`config.mk`:
```
export PLATFORM = sky130hd
export DESIGN_NAME = button_click_event_detector_top
export DESIGN_NICKNAME = d
export VERILOG_FILES = /design/src/hdl/bced_pkg.sv /design/src/hdl/button_click_event_detector_top.sv
export VERILOG_INCLUDE_DIRS = /design/src /design/src/hdl
export SDC_FILE = /design/constraint.sdc
export NUM_CORES = 1
export LEC_CHECK = 0
export ABC_AREA = 1
export BUFFER_PORTS_ARGS = -buffer_cell sky130_fd_sc_hd__buf_2
export CELL_PAD_IN_SITES_DETAIL_PLACEMENT = 0
export CELL_PAD_IN_SITES_GLOBAL_PLACEMENT = 1
export CORE_MARGIN = 8
export CORE_UTILIZATION = 45
export CTS_CLUSTER_DIAMETER = 150
export CTS_CLUSTER_SIZE = 12
export DETAILED_ROUTE_END_ITERATION = 8
export GPL_TIMING_DRIVEN = 0
export PLACE_DENSITY = 0.73
export SYNTH_ARGS = -nofsm -noshare
export SYNTH_HDL_FRONTEND = slang
export SYNTH_SLANG_ARGS = --single-unit
```
`constraint.sdc`:
```
create_clock -name i_clk -period 5.85 [get_ports i_clk]
set_input_delay 1.17 -clock i_clk [delete_from_list [all_inputs] [get_ports i_clk]]
set_output_delay 1.17 -clock i_clk [all_outputs]
set_load 0.03 [all_outputs]
```
`src/hdl/assert_macros.svh`:
```
// Assertion macros for the RTL file that checks its own behaviour.
`ifndef ASSERT_MACROS_SVH
`define ASSERT_MACROS_SVH

// Implication checked at every rising clock edge outside reset.
`define ASSERT_IMPL(label, cond, prop, msg) \
    label: assert property (@(posedge i_clk) disable iff (!i_rst_n) (cond) |-> (prop)) \
        else $error(msg);

// Implication whose consequent is checked at the next clock edge.
`define ASSERT_NEXT(label, cond, prop, msg) \
    label: assert property (@(posedge i_clk) disable iff (!i_rst_n) (cond) |=> (prop)) \
        else $error(msg);

`endif

```
`src/hdl/bced_pkg.sv`:
```
// Types and constants of the button click event detector.
package bced_pkg;

    localparam int NUM_BUTTONS = 8;
    localparam int BTN_W       = 3;
    localparam int TICK_W      = 16;
    localparam int DEB_W       = 8;
    localparam int REP_W       = 4;
    localparam int EVT_W       = 3;
    localparam int FIRED_W     = 7;
    localparam int CFG_IDX_W   = 2;
    localparam int CFG_DATA_W  = 16;
    localparam int LIMIT_W     = 16;
    localparam int CMP_W       = (TICK_W > LIMIT_W) ? TICK_W : LIMIT_W;

    typedef enum logic [2:0] {
        PH_IDLE    = 3'd0,
        PH_PRESSED = 3'd1,
        PH_WAIT    = 3'd2,
        PH_AGAIN   = 3'd3,
        PH_LONG    = 3'd5
    } t_phase;

    typedef enum logic [EVT_W-1:0] {
        EV_NONE   = 3'd0,
        EV_DOWN   = 3'd1,
        EV_UP     = 3'd2,
        EV_REPEAT = 3'd3,
        EV_SINGLE = 3'd4,
        EV_DOUBLE = 3'd5,
        EV_LSTART = 3'd6,
        EV_LHOLD  = 3'd7
    } t_event;

    typedef enum logic [CFG_IDX_W-1:0] {
        CFG_ACTIVE_LEVELS  = 2'd0,
        CFG_DEBOUNCE_TICKS = 2'd1,
        CFG_SHORT_TICKS    = 2'd2,
        CFG_LONG_TICKS     = 2'd3
    } t_cfg_reg;

    typedef struct packed {
        t_phase             phase;
        logic [TICK_W-1:0]  tick_count;
        logic [DEB_W-1:0]   debounce_count;
        logic               stable_level;
        logic [REP_W-1:0]   press_repeats;
        t_event             last_event;
    } t_btn_state;

    // State of a button that has not been written since reset.
    localparam t_btn_state BTN_RESET = '{
        phase:          PH_IDLE,
        tick_count:     '0,
        debounce_count: '0,
        stable_level:   1'b1,
        press_repeats:  '0,
        last_event:     EV_NONE
    };

    function automatic logic [FIRED_W-1:0] ev_bit(input t_event code);
        logic [FIRED_W-1:0] mask;
        mask = '0;
        if (code != EV_NONE) begin
            mask[EVT_W'(code) - EVT_W'(1)] = 1'b1;
        end
        return mask;
    endfunction

endpackage

```
`src/hdl/button_click_event_detector_top.sv`:
```
// Top level of the button click event detector with its per-button state memory.
// A word is registered in stage one, then in the output register; either can be stalled.
// Throughput: one word per cycle unless the output stalls, set by the read-modify-write loop
// on the state memory, which a one-entry bypass closes for back-to-back words on one button.
// Reset clears the configuration to its defaults and the per-entry valid bits;
// an entry not yet written reads as the idle reset state, so no clearing pass runs.
module button_click_event_detector_top
    import bced_pkg::*;
(
    input  logic                  i_clk,
    input  logic                  i_rst_n,
    input  logic                  i_cfg_we,
    input  logic [CFG_IDX_W-1:0]  i_cfg_idx,
    input  logic [CFG_DATA_W-1:0] i_cfg_wdata,
    input  logic                  s_axis_tvalid,
    output logic                  s_axis_tready,
    input  logic [7:0]            s_axis_tdata,  // [0] pin_level
    input  logic [BTN_W-1:0]      s_axis_tuser,  // [2:0] button_index
    output logic                  m_axis_tvalid,
    input  logic                  m_axis_tready,
    output logic [15:0]           m_axis_tdata,  // [2:0] event_code, [9:3] fired_events,
                                                 // [13:10] repeat_count
    output logic [BTN_W-1:0]      m_axis_tuser   // [2:0] button_echo
);

    `include "assert_macros.svh"

    logic [7:0]         r_active_levels;
    logic [DEB_W-1:0]   r_debounce_ticks;
    logic [LIMIT_W-1:0] r_short_ticks;
    logic [LIMIT_W-1:0] r_long_ticks;

    t_btn_state         r_mem [NUM_BUTTONS];
    logic [NUM_BUTTONS-1:0] r_valid;

    logic               r_s1_v;
    logic [BTN_W-1:0]   r_s1_idx;
    logic               r_s1_raw;
    t_btn_state         r_rd_q;
    logic               r_rd_vld;
    logic               r_byp_hit;
    t_btn_state         r_byp_data;

    logic               r_out_v;
    logic [BTN_W-1:0]   r_out_idx;
    t_event             r_out_event;
    logic [FIRED_W-1:0] r_out_fired;
    logic [REP_W-1:0]   r_out_reps;

    logic               in_acc;
    logic               s1_adv;
    logic               in_range;
    logic               act;
    logic               pressed;
    t_btn_state         cur;
    t_btn_state         n_state;
    logic [TICK_W-1:0]  tick1;
    logic [DEB_W-1:0]   deb1;
    logic               stable1;
    logic [REP_W-1:0]   reps_inc;
    t_phase             n_phase;
    t_event             n_event;
    logic [FIRED_W-1:0] n_fired;
    logic [TICK_W-1:0]  n_tick;
    logic [REP_W-1:0]   n_reps;

    // Configuration registers.
    always_ff @(posedge i_clk) begin
        if (!i_rst_n) begin
            r_active_levels  <= '0;
            r_debounce_ticks <= DEB_W'(3);
            r_short_ticks    <= LIMIT_W'(60);
            r_long_ticks     <= LIMIT_W'(200);
        end else if (i_cfg_we) begin
            unique case (t_cfg_reg'(i_cfg_idx))
                CFG_ACTIVE_LEVELS:  r_active_levels  <= i_cfg_wdata[7:0];
                CFG_DEBOUNCE_TICKS: r_debounce_ticks <= i_cfg_wdata[DEB_W-1:0];
                CFG_SHORT_TICKS:    r_short_ticks    <= i_cfg_wdata[LIMIT_W-1:0];
                CFG_LONG_TICKS:     r_long_ticks     <= i_cfg_wdata[LIMIT_W-1:0];
                default: ;
            endcase
        end
    end

    assign s1_adv        = r_s1_v && (!r_out_v || m_axis_tready);
    assign s_axis_tready = !r_s1_v || s1_adv;
    assign in_acc        = s_axis_tvalid && s_axis_tready;
    assign in_range      = ({1'b0, r_s1_idx} < (BTN_W+1)'(NUM_BUTTONS));

    // Pipeline control.
    always_ff @(posedge i_clk) begin
        if (!i_rst_n) begin
            r_s1_v  <= 1'b0;
            r_out_v <= 1'b0;
            r_valid <= '0;
        end else begin
            if (in_acc) begin
                r_s1_v <= 1'b1;
            end else if (s1_adv) begin
                r_s1_v <= 1'b0;
            end
            if (s1_adv) begin
                r_out_v <= 1'b1;
            end else if (m_axis_tready) begin
                r_out_v <= 1'b0;
            end
            if (s1_adv && in_range) begin
                r_valid[r_s1_idx] <= 1'b1;
            end
        end
    end

    // State memory: read on acceptance, written back as the word leaves stage one.
    always_ff @(posedge i_clk) begin
        if (s1_adv && in_range) begin
            r_mem[r_s1_idx] <= n_state;
        end
        if (in_acc) begin
            r_rd_q <= r_mem[s_axis_tuser];
        end
    end

    always_ff @(posedge i_clk) begin
        if (in_acc) begin
            r_s1_idx   <= s_axis_tuser;
            r_s1_raw   <= s_axis_tdata[0];
            r_rd_vld   <= r_valid[s_axis_tuser];
            r_byp_hit  <= s1_adv && in_range && (r_s1_idx == s_axis_tuser);
            r_byp_data <= n_state;
        end
    end

    always_comb begin
        if (r_byp_hit) begin
            cur = r_byp_data;
        end else if (r_rd_vld) begin
            cur = r_rd_q;
        end else begin
            cur = BTN_RESET;
        end
    end

    // Tick counting and debouncing ahead of the phase machine.
    always_comb begin
        act = r_active_levels[r_s1_idx];
        if ((cur.phase != PH_IDLE) && (cur.tick_count != {TICK_W{1'b1}})) begin
            tick1 = cur.tick_count + TICK_W'(1);
        end else begin
            tick1 = cur.tick_count;
        end
        stable1 = cur.stable_level;
        if (r_s1_raw != cur.stable_level) begin
            if (cur.debounce_count != {DEB_W{1'b1}}) begin
                deb1 = cur.debounce_count + DEB_W'(1);
            end else begin
                deb1 = cur.debounce_count;
            end
            if (deb1 >= r_debounce_ticks) begin
                stable1 = r_s1_raw;
                deb1    = '0;
            end
        end else begin
            deb1 = '0;
        end
        pressed = (stable1 == act);
        if (cur.press_repeats != {REP_W{1'b1}}) begin
            reps_inc = cur.press_repeats + REP_W'(1);
        end else begin
            reps_inc = cur.press_repeats;
        end
    end

    // Next phase, tick count and repeat count.
    always_comb begin
        n_phase = cur.phase;
        n_tick  = tick1;
        n_reps  = cur.press_repeats;
        unique case (cur.phase)
            PH_IDLE: begin
                if (pressed) begin
                    n_tick  = '0;
                    n_reps  = REP_W'(1);
                    n_phase = PH_PRESSED;
                end
            end
            PH_PRESSED: begin
                if (!pressed) begin
                    n_tick  = '0;
                    n_phase = PH_WAIT;
                end else if (CMP_W'(tick1) > CMP_W'(r_long_ticks)) begin
                    n_phase = PH_LONG;
                end
            end
            PH_WAIT: begin
                if (pressed) begin
                    n_reps  = reps_inc;
                    n_tick  = '0;
                    n_phase = PH_AGAIN;
                end else if (CMP_W'(tick1) > CMP_W'(r_short_ticks)) begin
                    n_phase = PH_IDLE;
                end
            end
            PH_AGAIN: begin
                if (!pressed) begin
                    if (CMP_W'(tick1) < CMP_W'(r_short_ticks)) begin
                        n_tick  = '0;
                        n_phase = PH_WAIT;
                    end else begin
                        n_phase = PH_IDLE;
                    end
                end
            end
            PH_LONG: begin
                if (!pressed) begin
                    n_phase = PH_IDLE;
                end
            end
            default: begin
                n_phase = PH_IDLE;
            end
        endcase
    end

    // Event code and fired mask.
    always_comb begin
        n_event = cur.last_event;
        n_fired = '0;
        unique case (cur.phase)
            PH_IDLE: begin
                if (pressed) begin
                    n_event = EV_DOWN;
                    n_fired = ev_bit(EV_DOWN);
                end else begin
                    n_event = EV_NONE;
                end
            end
            PH_PRESSED: begin
                if (!pressed) begin
                    n_event = EV_UP;
                    n_fired = ev_bit(EV_UP);
                end else if (CMP_W'(tick1) > CMP_W'(r_long_ticks)) begin
                    n_event = EV_LSTART;
                    n_fired = ev_bit(EV_LSTART);
                end
            end
            PH_WAIT: begin
                if (pressed) begin
                    n_event = EV_DOWN;
                    n_fired = ev_bit(EV_DOWN) | ev_bit(EV_REPEAT);
                    if (reps_inc == REP_W'(2)) begin
                        n_fired = n_fired | ev_bit(EV_DOUBLE);
                    end
                end else if (CMP_W'(tick1) > CMP_W'(r_short_ticks)) begin
                    if (cur.press_repeats == REP_W'(1)) begin
                        n_event = EV_SINGLE;
                        n_fired = ev_bit(EV_SINGLE);
                    end else if (cur.press_repeats == REP_W'(2)) begin
                        n_event = EV_DOUBLE;
                    end
                end
            end
            PH_AGAIN: begin
                if (!pressed) begin
                    n_event = EV_UP;
                    n_fired = ev_bit(EV_UP);
                end
            end
            PH_LONG: begin
                if (pressed) begin
                    n_event = EV_LHOLD;
                    n_fired = ev_bit(EV_LHOLD);
                end else begin
                    n_event = EV_UP;
                    n_fired = ev_bit(EV_UP);
                end
            end
            default: begin
                n_event = EV_NONE;
            end
        endcase
    end

    always_comb begin
        n_state.phase          = n_phase;
        n_state.tick_count     = n_tick;
        n_state.debounce_count = deb1;
        n_state.stable_level   = stable1;
        n_state.press_repeats  = n_reps;
        n_state.last_event     = n_event;
    end

    // Output register.
    always_ff @(posedge i_clk) begin
        if (s1_adv) begin
            r_out_idx <= r_s1_idx;
            if (in_range) begin
                r_out_event <= n_event;
                r_out_fired <= n_fired;
                r_out_reps  <= n_reps;
            end else begin
                r_out_event <= EV_NONE;
                r_out_fired <= '0;
                r_out_reps  <= '0;
            end
        end
    end

    assign m_axis_tvalid = r_out_v;
    assign m_axis_tuser  = r_out_idx;
    assign m_axis_tdata  = {2'b00, r_out_reps, r_out_fired, r_out_event};

    `ASSERT_IMPL(a_fired_has_code, r_out_v && (r_out_fired != '0), r_out_event != EV_NONE,
        "A fired event left the event code at none.")
    `ASSERT_IMPL(a_fired_single,
        r_out_v, $onehot0(r_out_fired & ~(ev_bit(EV_REPEAT) | ev_bit(EV_DOUBLE))),
        "More than one primary event fired in one word.")
    `ASSERT_NEXT(a_stage_holds, r_s1_v && !s1_adv, r_s1_v && $stable(r_s1_idx),
        "Stage one lost or changed a stalled word.")

endmodule

```
Word level (Yosys, flattened, before mapping)
Memories as Yosys holds them, arrays and structs flattened. A register that Yosys moved wholly into a read port is not among the register bits. Index checks and enable logic that the tools add are counted.

$add $sub $neg: 3. Magnitude comparators: 7. Equality and inequality tests: 16. Multiplexer cells: 59. Bitwise operators: 1. Reduce and logical (&&, ||, !) cells: 19.

Operator list (number): 16-bit two-way mux (5); 35-bit two-way mux (2); 16-bit case mux with 3 select lines (1); 3-bit two-way mux (15); 7-bit case mux with 5 select lines (1); 16-bit > comparator (2); 8-bit two-way mux (4); 3-bit case mux with 5 select lines (2); 4-bit two-way mux (5); 16-bit by 1-bit adder with 16-bit output, second input constant (1); 16-bit less-than comparator (1); 16-bit inequality test, second input constant (1); 7-bit two-way mux (2); 1-bit two-way mux (13); 6-bit two-way mux (2); 8-bit by 1-bit adder with 8-bit output, second input constant (1); 4-bit by 2-bit == test with 1-bit output, second input constant (2); 8-bit >= comparator (1); 3-bit by 4-bit less-than comparator with 1-bit output, second input constant (2); 8-bit inequality test, second input constant (1); 8-bit bitwise OR (1); 4-bit case mux with 2 select lines (1); 2-bit AND reduction (4); 1-bit binary-select mux with 3-bit select (2); 23 further kinds (33).

Register bits: 116. Bits in writable memories: 280. Bits of input ports: 34. Output and inout bits: 21. Word-level logic and storage cells: 127. Memories: 1.

Memories: r_mem (words 8, width 35, rd ports 1, clocked after Yosys merged registers in 1, wr ports 1, RTL line button_click_event_detector_top.sv:33) `t_btn_state r_mem [NUM_BUTTONS];`.

Longest topological paths before layout
Depth in word-level cells: 11. Gate-level depth with buffers: 30. Depth with buffers taken out: 28.

Worst setup path after synthesis
OpenSTA, ideal clock, no wires.

Path type: input port to flip-flop. From: input port m_axis_tready. To: memory r_mem[0][0] (netlist name), enable pin. Setup time: 518 ps. Arrival time: 4859 ps. Required time: 5332 ps. Setup slack: 473 ps. Cell stages on the path: 4. Path buffers: 0. Cells stage by stage: inv_1 nand2_1 nand2_1 nor4_1.

Word-level cells in the longest chain between the ends: 4.

Ends and longest elaborated chain: start, declared (RTL line button_click_event_detector_top.sv:20) `input logic m_axis_tready,`; 1-bit logical OR (RTL line button_click_event_detector_top.sv:85) `assign s1_adv = r_s1_v && (!r_out_v || m_axis_tready);`; 1-bit logical AND (RTL line button_click_event_detector_top.sv:85); 1-bit two-way mux (RTL line button_click_event_detector_top.sv:115) `if (s1_adv && in_range) begin`; 1-bit two-way mux (implied by the code) (RTL line button_click_event_detector_top.sv:116) `r_mem[r_s1_idx] <= n_state;`; end, declared (RTL line button_click_event_detector_top.sv:33).

No other way between the ends.

Final worst setup path
From: register r_rd_vld. To: memory r_mem[3][2] (netlist name) (data pin).

Word-level cells in the longest chain between the ends: 11. Elaborated cells on any way between the ends: 34. Classes of those cells: add/sub (2); order compare (3); eq/ne (10); mux (16); reduce/logical (3).

Ends and longest elaborated chain: start, declared (RTL line button_click_event_detector_top.sv:40) `logic r_rd_vld;`; start signal, assigned (RTL line button_click_event_detector_top.sv:127) `r_rd_vld <= r_valid[s_axis_tuser];`; 35-bit two-way mux (*) (RTL line button_click_event_detector_top.sv:136) `end else if (r_rd_vld) begin`; 35-bit two-way mux (*) (RTL line button_click_event_detector_top.sv:134) `if (r_byp_hit) begin`; 8-bit by 1-bit adder with 8-bit output / 8-bit inequality test (equally long branches) (RTL line button_click_event_detector_top.sv:154, button_click_event_detector_top.sv:153); 8-bit two-way mux (RTL line button_click_event_detector_top.sv:153) `if (cur.debounce_count != {DEB_W{1'b1}}) begin`; 8-bit two-way mux (RTL line button_click_event_detector_top.sv:152) `if (r_s1_raw != cur.stable_level) begin`; 8-bit >= comparator (RTL line button_click_event_detector_top.sv:158) `if (deb1 >= r_debounce_ticks) begin`; 1-bit two-way mux (RTL line button_click_event_detector_top.sv:158); 1-bit two-way mux (RTL line button_click_event_detector_top.sv:152); 1-bit == test (RTL line button_click_event_detector_top.sv:165) `pressed = (stable1 == act);`; 3-bit two-way mux (on tied branches); 3-bit case mux with 5 select lines (*) (RTL line button_click_event_detector_top.sv:228) `unique case (cur.phase)`; net n_event[2] (RTL line button_click_event_detector_top.sv:62) `t_event n_event;`.

The timed path passes the listed nets; every way through them passes the cells marked *. The select of a mux whose other input is x is not followed.

==> impl_metrics.csv <==
group,metric,value,unit
clock_tree,clock_sinks,431,
final_layout,final_cell_mix,"edfxtp_1 (373), nor2_1 (326), nand2_1 (247)",
timing,drv_slew,0,
final_layout,multiInputGateArea,5680,µm²
logic_synthesis,synthesis.area,19000,µm²
drt,viasPerCell,5.40,
timing,setup_viol,0,
worst_setup_path,timing.critical_path.fanout_max,10,
final_layout,num-nets-final,1989,
final_layout,antenna_cells,0,
timing,slew_headroom,28.8,%
clock_tree,postCtsSetupRepairBufs,0,
final_layout,drive_above_1_share,9.82,%
drt,routedWlPerCell,20.1,µm
timing,setup_slack,0.448,ns
timing,period_minus_slack,5.40,ns
die,die_h,221,µm
global_routing,antenna_found_initial,0,
logic_synthesis,yosysTopAreaCellShare,59.1,%
worst_setup_path,cp-start-kind,"flop",
drt,wl_met3,3190,µm
worst_setup_path,cp.arrival,5.74,ns
worst_hold_path,hold_path_class,"reg -> reg",
clock_tree,cts_hold_buf,0,
timing,hold_viol_final,0,
drt,totalWireLength,49600,µm
drt,drc,0,
die,initial_core_util,45.4,%
timing,worstMarginPinSlew,1.06,ns
timing,rsz0062_at_grt,"false",
global_routing,grt_overflow,0,
worst_setup_path,worstSetupEndpointType,"flop",
die,die_w,221,µm
final_layout,final_cell_area,21400,µm²
pwr,vdd_drop_max,173,µV
drt,detail_route.first_pass.iterations,5,
clock_tree,cts-htree-levels,2,
logic_synthesis,netlist.top_cell.by_area,"edfxtp_1",
global_routing,grt_pass1_vias,13000,
pwr,p_per_area,329,nW/µm²
die,num_rows,75,
global_routing,grt_usage,19.9,%
outcome,status,"finished clean",
die,dieArea,49000,µm²
worst_setup_path,criticalPathCategory,"reg -> reg",
pwr,leakage,8.09,nW
drt,drt_iter0_markers,1206,
timing,fin_crit_sh,92.3,%
logic_synthesis,postSynthAreaPerCell,10.6,µm²
clock_tree,insertion_delay,0.57,ns
worst_setup_path,crit_required,6.19,ns
timing,fin_skew,0.0269,ns
placed_design,dpl_cell_area,20200,µm²
drt,maxUsedRoutingLayer,"met4",
clock_tree,clockRootBuffer,"clkbuf_16",
timing,whs,0.451,ns
clock_tree,cts_tree,"built",
placed_design,place_ws,0.519,ns
drt,met2RoutedLength,22700,µm
clock_tree,clkSlewWorstSetupHoldPaths,0.06,ns
global_routing,grt_max_degree,53,
die,io_pins,55,
drt,vias,13300,
logic_synthesis,syn_inst,1784,
final_layout,fill_cells,3710,
final_layout,final_common_cell,"edfxtp_1",
logic_synthesis,synth_sequential_area_ratio,65.2,%
clock_tree,clockBufferDepth,3,
clock_tree,post_cts_resized,0,
logic_synthesis,yosysUniqueCellTypes,48,
placed_design,io_buffers,44,
drt,wl_met1,22300,µm
timing,tns,0,ns
clock_tree,cts_buffers,41,
placed_design,place_hpwl,36000,µm
drt,drt.antenna.violating_nets,0,
logic_synthesis,yosysWarnings,0,
timing,clock.fmax,0.185,GHz
logic_synthesis,synth-seq-cells,431,
final_layout,ff_latch_area,12400,µm²
die,coreArea,41800,µm²
job,maxCapViolations,0,
final_layout,synthToLayoutAreaGrowth,12.6,%
global_routing,grt_pass1_wl,75800,µm
placed_design,place_congestion,0.898,
logic_synthesis,synth_area_leaders,"edfxtp_1 (59%), nor2_1 (6.5%), dfxtp_1 (6.1%)",
synth_stat cells, drive strengths merged:
library cell	count
clkbuf	63
a21oi	81
a22o	4
o22ai	36
a31oi	37
nor3	7
nand2	254
conb	1
o211ai	6
o21a	1
o21bai	2
edfxtp	373
nand3	48
clkinv	2
dfxtp	58
a21boi	1
xor2	13
a22oi	8
xnor2	1
nor2	335
a211oi	1
buf	19
nand4	12
a21o	2
ha	46
o21ai	216
nor4	7
inv	150
layout make-up:
cell class                 instances  area share (%)
sequential                       431            57.9
multi-input combinational       1120            26.6
clock buffer                      55            5.05
tap                              539            3.16
inverter                         152            2.73
timing repair buffer              81            2.60
buffer                            82            1.79
clock inverter                     3           0.176
worst max-delay path, stage by stage (launching register included):
cell and delay (ns):
edfxtp_1 0.50, inv_2 0.07, nor2_4 0.15, buf_4 0.25, buf_2 0.30, a22o_1 0.30
ha_1 0.22, inv_1 0.08, nor2_1 0.25, nand3_1 0.17, nor2_2 0.23, nor2_1 0.09
a21oi_1 0.30, ha_1 0.30, nand2_1 0.08, nor2_1 0.05, nor2_1 0.08, nand2_1 0.05
nand2_1 0.11, nand3_1 0.13, nand3_1 0.11, nand2_1 0.06, buf_2 0.18, a21oi_1 0.68
nor2_1 0.11, nand2_1 0.32
metrics by stage:
step	util (%)	total power [mW]	instances
final	51.1	7.02	2463
after global routing	51.1	7.32	2463
after CTS	51.1	7.07	2463
after detailed placement	48.5	4.72	2405
after global placement	47.6	4.69	2368
after floorplan	-	4.35	1785
path summary, 6_finish.rpt:
kind	startpoint	endpoint	slack, ns	cells after the start
setup / recovery	r_rd_vld$_DFFE_PP_	r_mem[3][2]$_DFFE_PP_	0.45	25
hold / removal	r_active_levels[6]$_SDFFE_PN0P_	r_active_levels[6]$_SDFFE_PN0P_	0.45	2
setup reg to reg	r_rd_vld$_DFFE_PP_	r_mem[3][2]$_DFFE_PP_	0.45	25
hold reg to reg	r_active_levels[6]$_SDFFE_PN0P_	r_active_levels[6]$_SDFFE_PN0P_	0.45	2
cells by family after synthesis:
family / after synthesis / share of synthesized area (%)
other: 1 / 0.0198
flip-flops: 431 / 65.2
adder cells (fa/ha/maj): 46 / 3.03
buffers and inverters: 234 / 5.07
XOR/XNOR: 14 / 0.647
AO/OA/AOI/OAI: 395 / 11.8
AND/OR/NAND/NOR: 663 / 14.3
sequential cells by signal (all words and copies together) (netlist names), 7 cells and up:
signal	cells
r_active_levels	8
r_byp_data	35
r_debounce_ticks	8
r_long_ticks	16
r_mem	280
r_out_fired	7
r_rd_q	35
r_short_ticks	16
r_valid	8
where the power goes:
part	switching (mW)	internal [mW]
Sequential	0.0371	3.60
Combinational	0.752	0.268
Clock	1.08	1.28
Total	1.87	5.15
metal layers:
layer,up-vias,track usage (%)
li1,6420,-
met2,434,32.2
met3,80,3.15
met1,6371,26.9
met4,0,7.28
met5,-,0
No activity file was read; power rests on OpenSTA's default activity.
